$ cat config.mk
export PLATFORM = sky130hd
export DESIGN_NAME = binary_to_decimal_ascii
export DESIGN_NICKNAME = d
export VERILOG_FILES = /design/src/rtl/core/bda_pkg.sv /design/src/rtl/core/bda_front.sv /design/src/rtl/core/bda_queue.sv /design/src/rtl/core/bda_back.sv /design/src/rtl/core/binary_to_decimal_ascii.sv
export SDC_FILE = /design/constraint.sdc
export NUM_CORES = 1
export LEC_CHECK = 0
export ABC_AREA = 1
export BUFFER_PORTS_ARGS = -buffer_cell sky130_fd_sc_hd__buf_2
export CORE_MARGIN = 2
export CORE_UTILIZATION = 30
export DETAILED_ROUTE_END_ITERATION = 8
export GPL_TIMING_DRIVEN = 0
export PLACE_DENSITY_LB_ADDON = 0.3
export SLEW_MARGIN = 10
export SYNTH_ARGS = -nofsm -noshare
export SYNTH_HDL_FRONTEND = slang
export SYNTH_SLANG_ARGS = --single-unit
export TNS_END_PERCENT = 20
$ cat constraint.sdc
create_clock -name clk -period 8.8 [get_ports clk]
set_input_delay 1.76 -clock clk [delete_from_list [all_inputs] [get_ports clk]]
set_output_delay 1.76 -clock clk [all_outputs]
set_load 0.05 [all_outputs]
$ cat src/rtl/core/bda_pkg.sv
`default_nettype none
// ----------------------------------------------------------------------------
// bda_pkg: shared types and constants for the binary to decimal ASCII block
// Holds the BCD digit width, the ASCII offset, the double-dabble digit
// correction and the queue status struct.
// ----------------------------------------------------------------------------
package bda_pkg;

    localparam int DIGIT_W       = 4;
    localparam int BITS_PER_STEP = 4;

    localparam logic [5:0] ASCII_ZERO    = 6'd48;
    localparam logic [3:0] DABBLE_LIMIT  = 4'd5;
    localparam logic [3:0] DABBLE_OFFSET = 4'd3;

    typedef struct packed {
        logic full;
        logic empty;
    } q_stat_t;

    // Correct one BCD digit before the next shift.
    function automatic logic [DIGIT_W-1:0] dabble_adjust(input logic [DIGIT_W-1:0] nib);
        return (nib >= DABBLE_LIMIT) ? nib + DABBLE_OFFSET : nib;
    endfunction

endpackage
`default_nettype wire

$ cat src/rtl/core/bda_front.sv
`default_nettype none
// ----------------------------------------------------------------------------
// bda_front: input side of the converter
// Accepts one value, converts it to packed BCD with a double-dabble loop
// that retires four input bits per cycle, finds the leading digit and
// pushes the result into the queue.
// ----------------------------------------------------------------------------
module bda_front #(
    parameter int VALUE_BITS = 32,
    parameter int DIGITS     = 10,
    parameter int IDX_W      = 4
) (
    input  wire logic                                       clk,
    input  wire logic                                       rst_n,
    input  wire logic                                       in_valid,
    output logic                                            in_ready,
    input  wire logic [31:0]                                value,
    output logic                                            push,
    output logic [IDX_W+DIGITS*bda_pkg::DIGIT_W-1:0]        push_data,
    input  bda_pkg::q_stat_t                                q_stat
);

    localparam int STEPS  = (VALUE_BITS + bda_pkg::BITS_PER_STEP - 1) / bda_pkg::BITS_PER_STEP;
    localparam int PAD_W  = STEPS * bda_pkg::BITS_PER_STEP;
    localparam int BCD_W  = DIGITS * bda_pkg::DIGIT_W;
    localparam int STEP_W = (STEPS > 1) ? $clog2(STEPS) : 1;
    localparam logic [STEP_W-1:0] LAST_STEP = STEP_W'(STEPS - 1);

    typedef enum logic [1:0] {
        IDLE,
        CONV,
        PUSH
    } state_t;

    state_t                state_reg;
    logic [STEP_W-1:0]     step_reg;
    logic [PAD_W-1:0]      bin_reg;
    logic [BCD_W-1:0]      bcd_reg;
    logic [PAD_W-1:0]      value_pad;
    logic [BCD_W+PAD_W-1:0] dabble_next;
    logic [BCD_W+PAD_W-1:0] acc;
    logic [IDX_W-1:0]      msd_idx;

    // Drop input bits at or above VALUE_BITS.
    generate
        if (VALUE_BITS <= 32) begin : g_narrow
            assign value_pad = PAD_W'(value[VALUE_BITS-1:0]);
        end
        else begin : g_wide
            assign value_pad = PAD_W'(value);
        end
    endgenerate

    always_comb
    begin
        acc = {bcd_reg, bin_reg};
        for (int b = 0; b < bda_pkg::BITS_PER_STEP; b++)
        begin
            for (int d = 0; d < DIGITS; d++)
            begin
                acc[PAD_W + bda_pkg::DIGIT_W*d +: bda_pkg::DIGIT_W] =
                    bda_pkg::dabble_adjust(acc[PAD_W + bda_pkg::DIGIT_W*d +: bda_pkg::DIGIT_W]);
            end
            acc = acc << 1;
        end
        dabble_next = acc;
    end

    // Index of the highest nonzero digit; zero keeps a single digit.
    always_comb
    begin
        msd_idx = '0;
        for (int d = 0; d < DIGITS; d++)
        begin
            if (bcd_reg[bda_pkg::DIGIT_W*d +: bda_pkg::DIGIT_W] != '0)
            begin
                msd_idx = IDX_W'(d);
            end
        end
    end

    assign in_ready  = (state_reg == IDLE);
    assign push      = (state_reg == PUSH) && !q_stat.full;
    assign push_data = {msd_idx, bcd_reg};

    always_ff @(posedge clk or negedge rst_n)
    begin
        if (!rst_n)
        begin
            state_reg <= IDLE;
            step_reg  <= '0;
        end
        else
        begin
            unique case (state_reg)
                IDLE:
                begin
                    if (in_valid)
                    begin
                        bin_reg   <= value_pad;
                        bcd_reg   <= '0;
                        step_reg  <= '0;
                        state_reg <= CONV;
                    end
                end
                CONV:
                begin
                    {bcd_reg, bin_reg} <= dabble_next;
                    step_reg           <= step_reg + 1'b1;
                    if (step_reg == LAST_STEP)
                    begin
                        state_reg <= PUSH;
                    end
                end
                PUSH:
                begin
                    if (!q_stat.full)
                    begin
                        state_reg <= IDLE;
                    end
                end
                default:
                begin
                    state_reg <= IDLE;
                end
            endcase
        end
    end

endmodule
`default_nettype wire

$ cat src/rtl/core/bda_queue.sv
`default_nettype none
// ----------------------------------------------------------------------------
// bda_queue: two-entry queue between front and back
// Holds converted numbers so the converter and the digit emitter stall
// independently.
// ----------------------------------------------------------------------------
module bda_queue #(
    parameter int WIDTH = 44
) (
    input  wire logic             clk,
    input  wire logic             rst_n,
    input  wire logic             push,
    input  wire logic [WIDTH-1:0] push_data,
    input  wire logic             pop,
    output logic [WIDTH-1:0]      pop_data,
    output bda_pkg::q_stat_t      q_stat
);

    logic [1:0][WIDTH-1:0] entry_reg;
    logic                  wr_ptr_reg;
    logic                  rd_ptr_reg;
    logic [1:0]            count_reg;

    assign pop_data     = entry_reg[rd_ptr_reg];
    assign q_stat.full  = (count_reg == 2'd2);
    assign q_stat.empty = (count_reg == 2'd0);

    always_ff @(posedge clk)
    begin
        if (push)
        begin
            entry_reg[wr_ptr_reg] <= push_data;
        end
    end

    always_ff @(posedge clk or negedge rst_n)
    begin
        if (!rst_n)
        begin
            wr_ptr_reg <= 1'b0;
            rd_ptr_reg <= 1'b0;
            count_reg  <= 2'd0;
        end
        else
        begin
            if (push)
            begin
                wr_ptr_reg <= ~wr_ptr_reg;
            end
            if (pop)
            begin
                rd_ptr_reg <= ~rd_ptr_reg;
            end
            case ({push, pop})
                2'b10:   count_reg <= count_reg + 2'd1;
                2'b01:   count_reg <= count_reg - 2'd1;
                default: count_reg <= count_reg;
            endcase
        end
    end

endmodule
`default_nettype wire

$ cat src/rtl/core/bda_back.sv
`default_nettype none
// ----------------------------------------------------------------------------
// bda_back: digit emitter
// Takes one converted number from the queue and sends its digits as ASCII,
// most significant first, one per accepted output item.
// ----------------------------------------------------------------------------
module bda_back #(
    parameter int DIGITS = 10,
    parameter int IDX_W  = 4
) (
    input  wire logic                                  clk,
    input  wire logic                                  rst_n,
    input  wire logic [IDX_W+DIGITS*bda_pkg::DIGIT_W-1:0] pop_data,
    input  bda_pkg::q_stat_t                           q_stat,
    output logic                                       pop,
    output logic                                       out_valid,
    input  wire logic                                  out_ready,
    output logic [5:0]                                 digit_char,
    output logic                                       last
);

    localparam int BCD_W = DIGITS * bda_pkg::DIGIT_W;

    logic [DIGITS-1:0][bda_pkg::DIGIT_W-1:0] digits_reg;
    logic [DIGITS-1:0][bda_pkg::DIGIT_W-1:0] digits_in;
    logic [IDX_W-1:0]                        pos_reg;
    logic                                    busy_reg;
    logic                                    done;

    assign digits_in  = pop_data[BCD_W-1:0];
    assign out_valid  = busy_reg;
    assign last       = (pos_reg == '0);
    assign digit_char = bda_pkg::ASCII_ZERO + {2'b00, digits_reg[pos_reg]};
    assign done       = busy_reg && out_ready && last;
    // Refill straight after the final digit to avoid a bubble.
    assign pop        = (!busy_reg || done) && !q_stat.empty;

    always_ff @(posedge clk)
    begin
        if (pop)
        begin
            digits_reg <= digits_in;
        end
    end

    always_ff @(posedge clk or negedge rst_n)
    begin
        if (!rst_n)
        begin
            busy_reg <= 1'b0;
            pos_reg  <= '0;
        end
        else
        begin
            if (pop)
            begin
                busy_reg <= 1'b1;
                pos_reg  <= pop_data[BCD_W +: IDX_W];
            end
            else if (done)
            begin
                busy_reg <= 1'b0;
            end
            else if (busy_reg && out_ready)
            begin
                pos_reg <= pos_reg - 1'b1;
            end
        end
    end

endmodule
`default_nettype wire

$ cat src/rtl/core/binary_to_decimal_ascii.sv
`default_nettype none
// Flow: an accepted value is converted in the CONV state, pushed into the queue
//   from the PUSH state and popped by the emitter; digits follow one per cycle while out_ready is high.
// Overlap: the front takes no new value until the last one is in the queue, so
//   conversion of one number overlaps emission of the one before.
// Reset: rst_n clears the converter state, empties the queue and drops out_valid.
// ----------------------------------------------------------------------------
// binary_to_decimal_ascii: unsigned binary to decimal ASCII converter
// Front converts each value to BCD, a short queue decouples it from the back,
// which emits digits most significant first with the final one marked.
// ----------------------------------------------------------------------------
module binary_to_decimal_ascii #(
    parameter int VALUE_BITS = 32
) (
    input  wire logic        clk,
    input  wire logic        rst_n,
    input  wire logic        in_valid,
    output logic             in_ready,
    input  wire logic [31:0] value,
    output logic             out_valid,
    input  wire logic        out_ready,
    output logic [5:0]       digit_char,
    output logic             last
);

    localparam int DIGITS  = (VALUE_BITS * 30103) / 100000 + 1;
    localparam int IDX_W   = $clog2(DIGITS);
    localparam int ENTRY_W = IDX_W + DIGITS * bda_pkg::DIGIT_W;

    logic               q_push;
    logic               q_pop;
    logic [ENTRY_W-1:0] q_push_data;
    logic [ENTRY_W-1:0] q_pop_data;
    bda_pkg::q_stat_t   q_stat;

    bda_front #(
        .VALUE_BITS (VALUE_BITS),
        .DIGITS     (DIGITS),
        .IDX_W      (IDX_W)
    ) u_front (
        .clk       (clk),
        .rst_n     (rst_n),
        .in_valid  (in_valid),
        .in_ready  (in_ready),
        .value     (value),
        .push      (q_push),
        .push_data (q_push_data),
        .q_stat    (q_stat)
    );

    bda_queue #(
        .WIDTH (ENTRY_W)
    ) u_queue (
        .clk       (clk),
        .rst_n     (rst_n),
        .push      (q_push),
        .push_data (q_push_data),
        .pop       (q_pop),
        .pop_data  (q_pop_data),
        .q_stat    (q_stat)
    );

    bda_back #(
        .DIGITS (DIGITS),
        .IDX_W  (IDX_W)
    ) u_back (
        .clk        (clk),
        .rst_n      (rst_n),
        .pop_data   (q_pop_data),
        .q_stat     (q_stat),
        .pop        (q_pop),
        .out_valid  (out_valid),
        .out_ready  (out_ready),
        .digit_char (digit_char),
        .last       (last)
    );

`ifndef SYNTH
    a_no_push_full: assert property (@(posedge clk) disable iff (!rst_n)
        q_push |-> !q_stat.full)
        else $error("push into full queue");

    a_no_pop_empty: assert property (@(posedge clk) disable iff (!rst_n)
        q_pop |-> !q_stat.empty)
        else $error("pop from empty queue");

    a_digit_range: assert property (@(posedge clk) disable iff (!rst_n)
        out_valid |-> (digit_char >= 6'd48) && (digit_char <= 6'd57))
        else $error("digit outside ASCII 0-9");

    a_run_continues: assert property (@(posedge clk) disable iff (!rst_n)
        out_valid && out_ready && !last |=> out_valid)
        else $error("digit run broken before last digit");
`endif

endmodule
`default_nettype wire

==> flow_metrics.env, run 1 <==
export IMPL_slew_violations=0
export IMPL_ios=45
export IMPL_core_area_sq_mm=0.0406
export IMPL_postCtsHoldBufs=0
export IMPL_finalCritPeriodShare=0.495
export IMPL_cts_tree="done"
export IMPL_status="completed"
export IMPL_path_max_fanout=10
export IMPL_cts_setup_buffers=0
export IMPL_synthFlopType="edfxtp_1"
export IMPL_vias_per_cell=4.54
export IMPL_route_final_wire_length_mm=26.1
export IMPL_clockBufferDepth=3
export IMPL_vias=9254
export IMPL_initial_core_util=0.302
export IMPL_num_rows=74
export IMPL_nets=1562
export IMPL_drc=0
export IMPL_cpLargestDelayFamily="buffers and inverters"
export IMPL_htree_levels=1
export IMPL_period_minus_slack_ps=4350
export IMPL_worst_slew_pin_slew_ps=1200
export IMPL_drive_gt1_frac=0.161
export IMPL_setup_viol=0
export IMPL_cpPeakStageDelay_ps=420
export IMPL_clk_pin_slew_ps=60
export IMPL_synth_edf_count=200
export IMPL_hpwl_mm=19.1
export IMPL_yosys_register_bits=214
export IMPL_multi_input_area_sq_mm=0.00512
export IMPL_cts_root_buf="clkbuf_16"
export IMPL_synth_cells=1415
export IMPL_grt_start_max_net_pins=37
export IMPL_die_h_microns=206
export IMPL_worstSetupStartpointType="register"
export IMPL_end_kind="output port"
export IMPL_cap_violations=0
export IMPL_drtAntennaViolNets=0
export IMPL_drt_pass1_iterations=5
export IMPL_grt_pass1_vias=8968
export IMPL_finalSetupTns_ps=0
export IMPL_area_growth_pct=15.1
export IMPL_die_area_sq_mm=0.0425
export IMPL_grt_first_pass_wirelength_mm=43.1
export IMPL_drtIter0Drc=409
export IMPL_seq_area_frac_synth=0.519
export IMPL_final_cell_mix="nand2_1 (509), edfxtp_1 (200), inv_1 (166)"
export IMPL_track_usage=0.125
export IMPL_yosys_warnings=0
export IMPL_antenna_found_initial=0
export IMPL_critPathArrivalTime_ps=2590
export IMPL_path_buf_inv=3
export IMPL_crit_path_top_delay_cell="buf_1"
export IMPL_diodes=0
export IMPL_worstPathCellList="clkinv_1 -> buf_1 -> nor2_1 -> o221ai_1 -> o21ai_0 -> o22ai_1 -> buf_2"
export IMPL_gp_congestion=0.800
export IMPL_largest_reg_flops=88
export IMPL_ys_async_sr_fraction=0.0654
export IMPL_nFillCells=4116
export IMPL_layout_commonest_cell="nand2_1"
export IMPL_numPortBuffers=42
export IMPL_rsz0062_at_grt="false"
export IMPL_syn_area_sq_mm=0.0123
export IMPL_regArea_sq_mm=0.00636
export IMPL_cts_sinks=214
export IMPL_synth_cell_types=47
export IMPL_die_w_microns=206
export IMPL_path_class="register to output port"
export IMPL_required_ps=7040
export IMPL_worstSkewPairLatency_ps=510
export IMPL_slew_headroom=0.203
export IMPL_fmax_mhz=230
export IMPL_wl_per_cell_microns=12.8
export IMPL_grt_overflow=0
export IMPL_cts_buffers=24
export IMPL_worstHoldPathType="register to register"
export IMPL_skew_ps=20.6
export IMPL_hold_viol_final=0
export IMPL_cts_resized=0
export IMPL_syn_avg_cell_area_sq_um=8.66
stage by stage:
step                instances  utilization  hold slack [ps]  setup WS [ps]  instance area, sq um
global route             2040        0.348              501           4290                 14100
finish                   2040        0.348              481           4450                 14100
CTS                      2040        0.348              487           4450                 14100
floorplan                1416            -              445           3340                 12300
global placement         1990        0.324              465           1210                 13100
detailed placement       1996        0.328              473           5010                 13300
metal layers:
layer	GRT usage	routed length, microns	vias up
li1	-	-	4796
met1	0.158	12100	4312
met2	0.223	12600	114
met3	0.0167	806	32
met4	0.0375	590	0
met5	0	0	-
worst paths after layout:
| path | startpoint | end | slack, ps | cells past startpoint |
|---|---|---|---|---|
| worst max-delay path | u_back.pos_reg[0] | digit_char[3] | 4450 | 7 |
| worst min-delay path | u_front.bcd_reg[1] | u_queue.entry_reg[1] | 480 | 0 |
| worst max register to register | u_front.bcd_reg[32] | u_front.bcd_reg[37] | 5150 | 27 |
| worst min register to register | u_front.bcd_reg[1] | u_queue.entry_reg[1] | 480 | 0 |
| max in group asynchronous | rst_n | u_back.pos_reg[1] | 7390 | 1 |
| min in group asynchronous | rst_n | u_front.step_reg[0] | 1150 | 1 |
logic make-up (layout without fill, tap and decap cells):
kind of cell,after synthesis,count (layout),share of synthesized area
and+or+nand+nor,797,797,0.296
AOI/OAI and AO/OA,137,137,0.0690
adders and majority gates,36,36,0.0368
buffers and inverters,213,305,0.0660
muxes,5,5,0.00408
other,1,2,0.000306
DFF,214,214,0.519
xor gates and xnor gates,12,12,0.00919
final cells by class:
type / count / share of cell area
Tap cell: 532 / 0.0472
Sequential cell: 214 / 0.451
Buffer: 25 / 0.00728
Inverter: 188 / 0.0500
Timing Repair Buffer: 48 / 0.0245
Clock buffer: 33 / 0.0479
Multi-Input combinational cell: 989 / 0.363
Clock inverter: 11 / 0.00941
cells in the mapped netlist, drive strengths merged, types with 2 or more instances:
cell type | number | area share
o211ai | 9 | 0.0059
clkbuf | 20 | 0.0061
o22ai | 7 | 0.0036
nor3 | 10 | 0.0057
or2 | 4 | 0.0020
nor2 | 68 | 0.023
xnor2 | 4 | 0.0029
mux2i | 5 | 0.0041
ha | 36 | 0.037
nand3b | 6 | 0.0037
nand2 | 574 | 0.19
and2 | 3 | 0.0015
buf | 5 | 0.0022
edfxtp | 200 | 0.49
a21oi | 43 | 0.019
xor2 | 8 | 0.0063
nand3 | 117 | 0.061
dfrtp | 14 | 0.029
nand4 | 15 | 0.0077
clkinv | 3 | 0.00092
o21ai | 64 | 0.031
o21bai | 4 | 0.0025
inv | 185 | 0.057
o221ai | 4 | 0.0029
a22o | 2 | 0.0014
Power of run 1 is not shown: default switching activity piles up to over one toggle a cycle in this logic, so the estimate is an artifact.
==> inputs of run 2 (changes only) <==
==> constraint.sdc (replaced) <==
create_clock -name clk -period 4.2 [get_ports clk]
set_input_delay 0.84 -clock clk [delete_from_list [all_inputs] [get_ports clk]]
set_output_delay 0.84 -clock clk [all_outputs]
set_load 0.05 [all_outputs]
==> flow_metrics.env, run 2 (synthesis gave the netlist of run 1 again) <==
export IMPL_status="completed"
export IMPL_place_area_sq_mm=0.0133
export IMPL_nets=1562
export IMPL_r2r_end="u_front.bcd_reg[38]"
export IMPL_drtIter0Drc=510
export IMPL_cts_setup_buffers=0
export IMPL_vias_per_cell=4.52
export IMPL_nFillCells=4130
export IMPL_required_ps=4480
export IMPL_gp_congestion=0.800
export IMPL_antenna_found_initial=0
export IMPL_hpwl_mm=19.3
export IMPL_area_growth_pct=14.2
export IMPL_worstHoldPathType="input pin to asynchronous set/reset pin"
export IMPL_clockBufferDepth=3
export IMPL_cts_tree="done"
export IMPL_worstSetupStartpointType="register"
export IMPL_cts_sinks=214
export IMPL_hold_viol_final=0
export IMPL_period_minus_slack_ps=3630
export IMPL_finalCritPeriodShare=0.863
export IMPL_grt_pass1_vias=9055
export IMPL_die_area_sq_mm=0.0425
export IMPL_cap_violations=0
export IMPL_dpl_worst_slack_ps=531
export IMPL_die_w_microns=206
export IMPL_drc=0
export IMPL_num_rows=74
export IMPL_finalSetupTns_ps=0
export IMPL_htree_levels=1
export IMPL_end_kind="register"
export IMPL_rsz0062_at_grt="false"
export IMPL_die_h_microns=206
export IMPL_numPortBuffers=42
export IMPL_clk_pin_slew_ps=60
export IMPL_critPathArrivalTime_ps=3910
export IMPL_postCtsHoldBufs=0
export IMPL_fin_area_sq_mm=0.0140
export IMPL_path_max_fanout=6
export IMPL_drive_gt1_frac=0.158
export IMPL_vias=9212
export IMPL_r2r_slack_ps=570
export IMPL_route_final_wire_length_mm=26.2
export IMPL_finalWorstSetupSlack_ps=574
export IMPL_grt_start_max_net_pins=41
export IMPL_track_usage=0.128
export IMPL_layout_commonest_cell="nand2_1"
export IMPL_drtAntennaViolNets=0
export IMPL_largest_reg_flops=88
export IMPL_fmax_mhz=276
export IMPL_cts_root_buf="clkbuf_16"
export IMPL_slew_headroom=0.248
export IMPL_ios=45
export IMPL_core_area_sq_mm=0.0406
export IMPL_critical_path_startpoint="u_front.bcd_reg[32]"
export IMPL_path_class="register to register"
export IMPL_setup_viol=0
export IMPL_initial_core_util=0.302
export IMPL_cts_buffers=25
export IMPL_slew_violations=0
export IMPL_reg2reg_from="u_front.bcd_reg[32]"
export IMPL_wl_per_cell_microns=12.8
export IMPL_diodes=0
export IMPL_grt_first_pass_wirelength_mm=44.1
export IMPL_worstSkewPairLatency_ps=530
export IMPL_skew_ps=15.3
export IMPL_grt_overflow=0
export IMPL_crit_end="u_front.bcd_reg[38]"
export IMPL_cts_resized=0
export IMPL_r2r_worst_path_cells=27
export IMPL_final_cell_mix="nand2_1 (509), edfxtp_1 (200), inv_1 (166)"
export IMPL_drt_pass1_iterations=7
export IMPL_worst_slew_pin_slew_ps=1130
==> run 2: cell types whose count changed in the layout (fill, tap and decap cells not counted), sizes merged <==
cell,before,now
bufinv,3,0
clkinvlp,0,2
inv,185,186
buf,53,52
clkinv,11,12
==> run 2: critical path, stage by stage (launching register included) <==
cell and delay, ps:
edfxtp_1 480, inv_1 120, ha_1 150, inv_1 50, nand2_1 120, nand3_2 110
nand3_1 200, inv_1 80, ha_1 180, nand2_1 60, nand2_1 40, inv_1 60
nand2_1 70, nand2_1 60, nand2_1 100, ha_1 200, inv_1 50, nand3_1 60
nand2_1 110, nand3_1 70, nand2_1 150, ha_1 190, inv_1 50, or2_2 270
nand3_2 110, nand3_1 80, nand2_1 80, nor2_1 60
==> run 2: layer usage <==
| metal | vias up | GRT usage | wire length, microns |
|---|---|---|---|
| li1 | 4797 | - | - |
| met1 | 4231 | 0.163 | 12100 |
| met2 | 140 | 0.226 | 12500 |
| met3 | 44 | 0.0173 | 924 |
| met4 | 0 | 0.0408 | 693 |
| met5 | - | 0 | 0 |
==> run 2: layout make-up <==
class	instances	area, sq um	share of cell area
sequential	214	6360	0.454
multi-input combinational	989	5120	0.366
inverter	188	706	0.0504
tap	532	666	0.0475
clock buffer	33	656	0.0468
timing repair buffer	47	310	0.0222
buffer	25	103	0.00733
clock inverter	12	86.3	0.00617
==> run 2: how the worst min path moves through the flow <==
stage	startpoint	endpoint	slack [ps]	cells after the start
finish	rst_n	u_back.out_valid	200	1
detailed placement	u_front.step_reg[1]	u_front.step_reg[1]	490	1
global placement	u_front.step_reg[2]	u_front.step_reg[2]	490	1
floorplan	u_front.bcd_reg[1]	u_queue.entry_reg[1]	450	0
CTS	rst_n	u_queue.count_reg[1]	190	1
global route	rst_n	u_back.out_valid	210	1
==> run 2: through the flow <==
step                hold slack (ps)  utilization  std cells
floorplan                       445            -       1416
global placement                490        0.324       1990
detailed placement              487        0.327       1995
CTS                             185        0.345       2040
global route                    206        0.345       2040
finish                          200        0.345       2040
Power of run 2 is left out for the same reason.
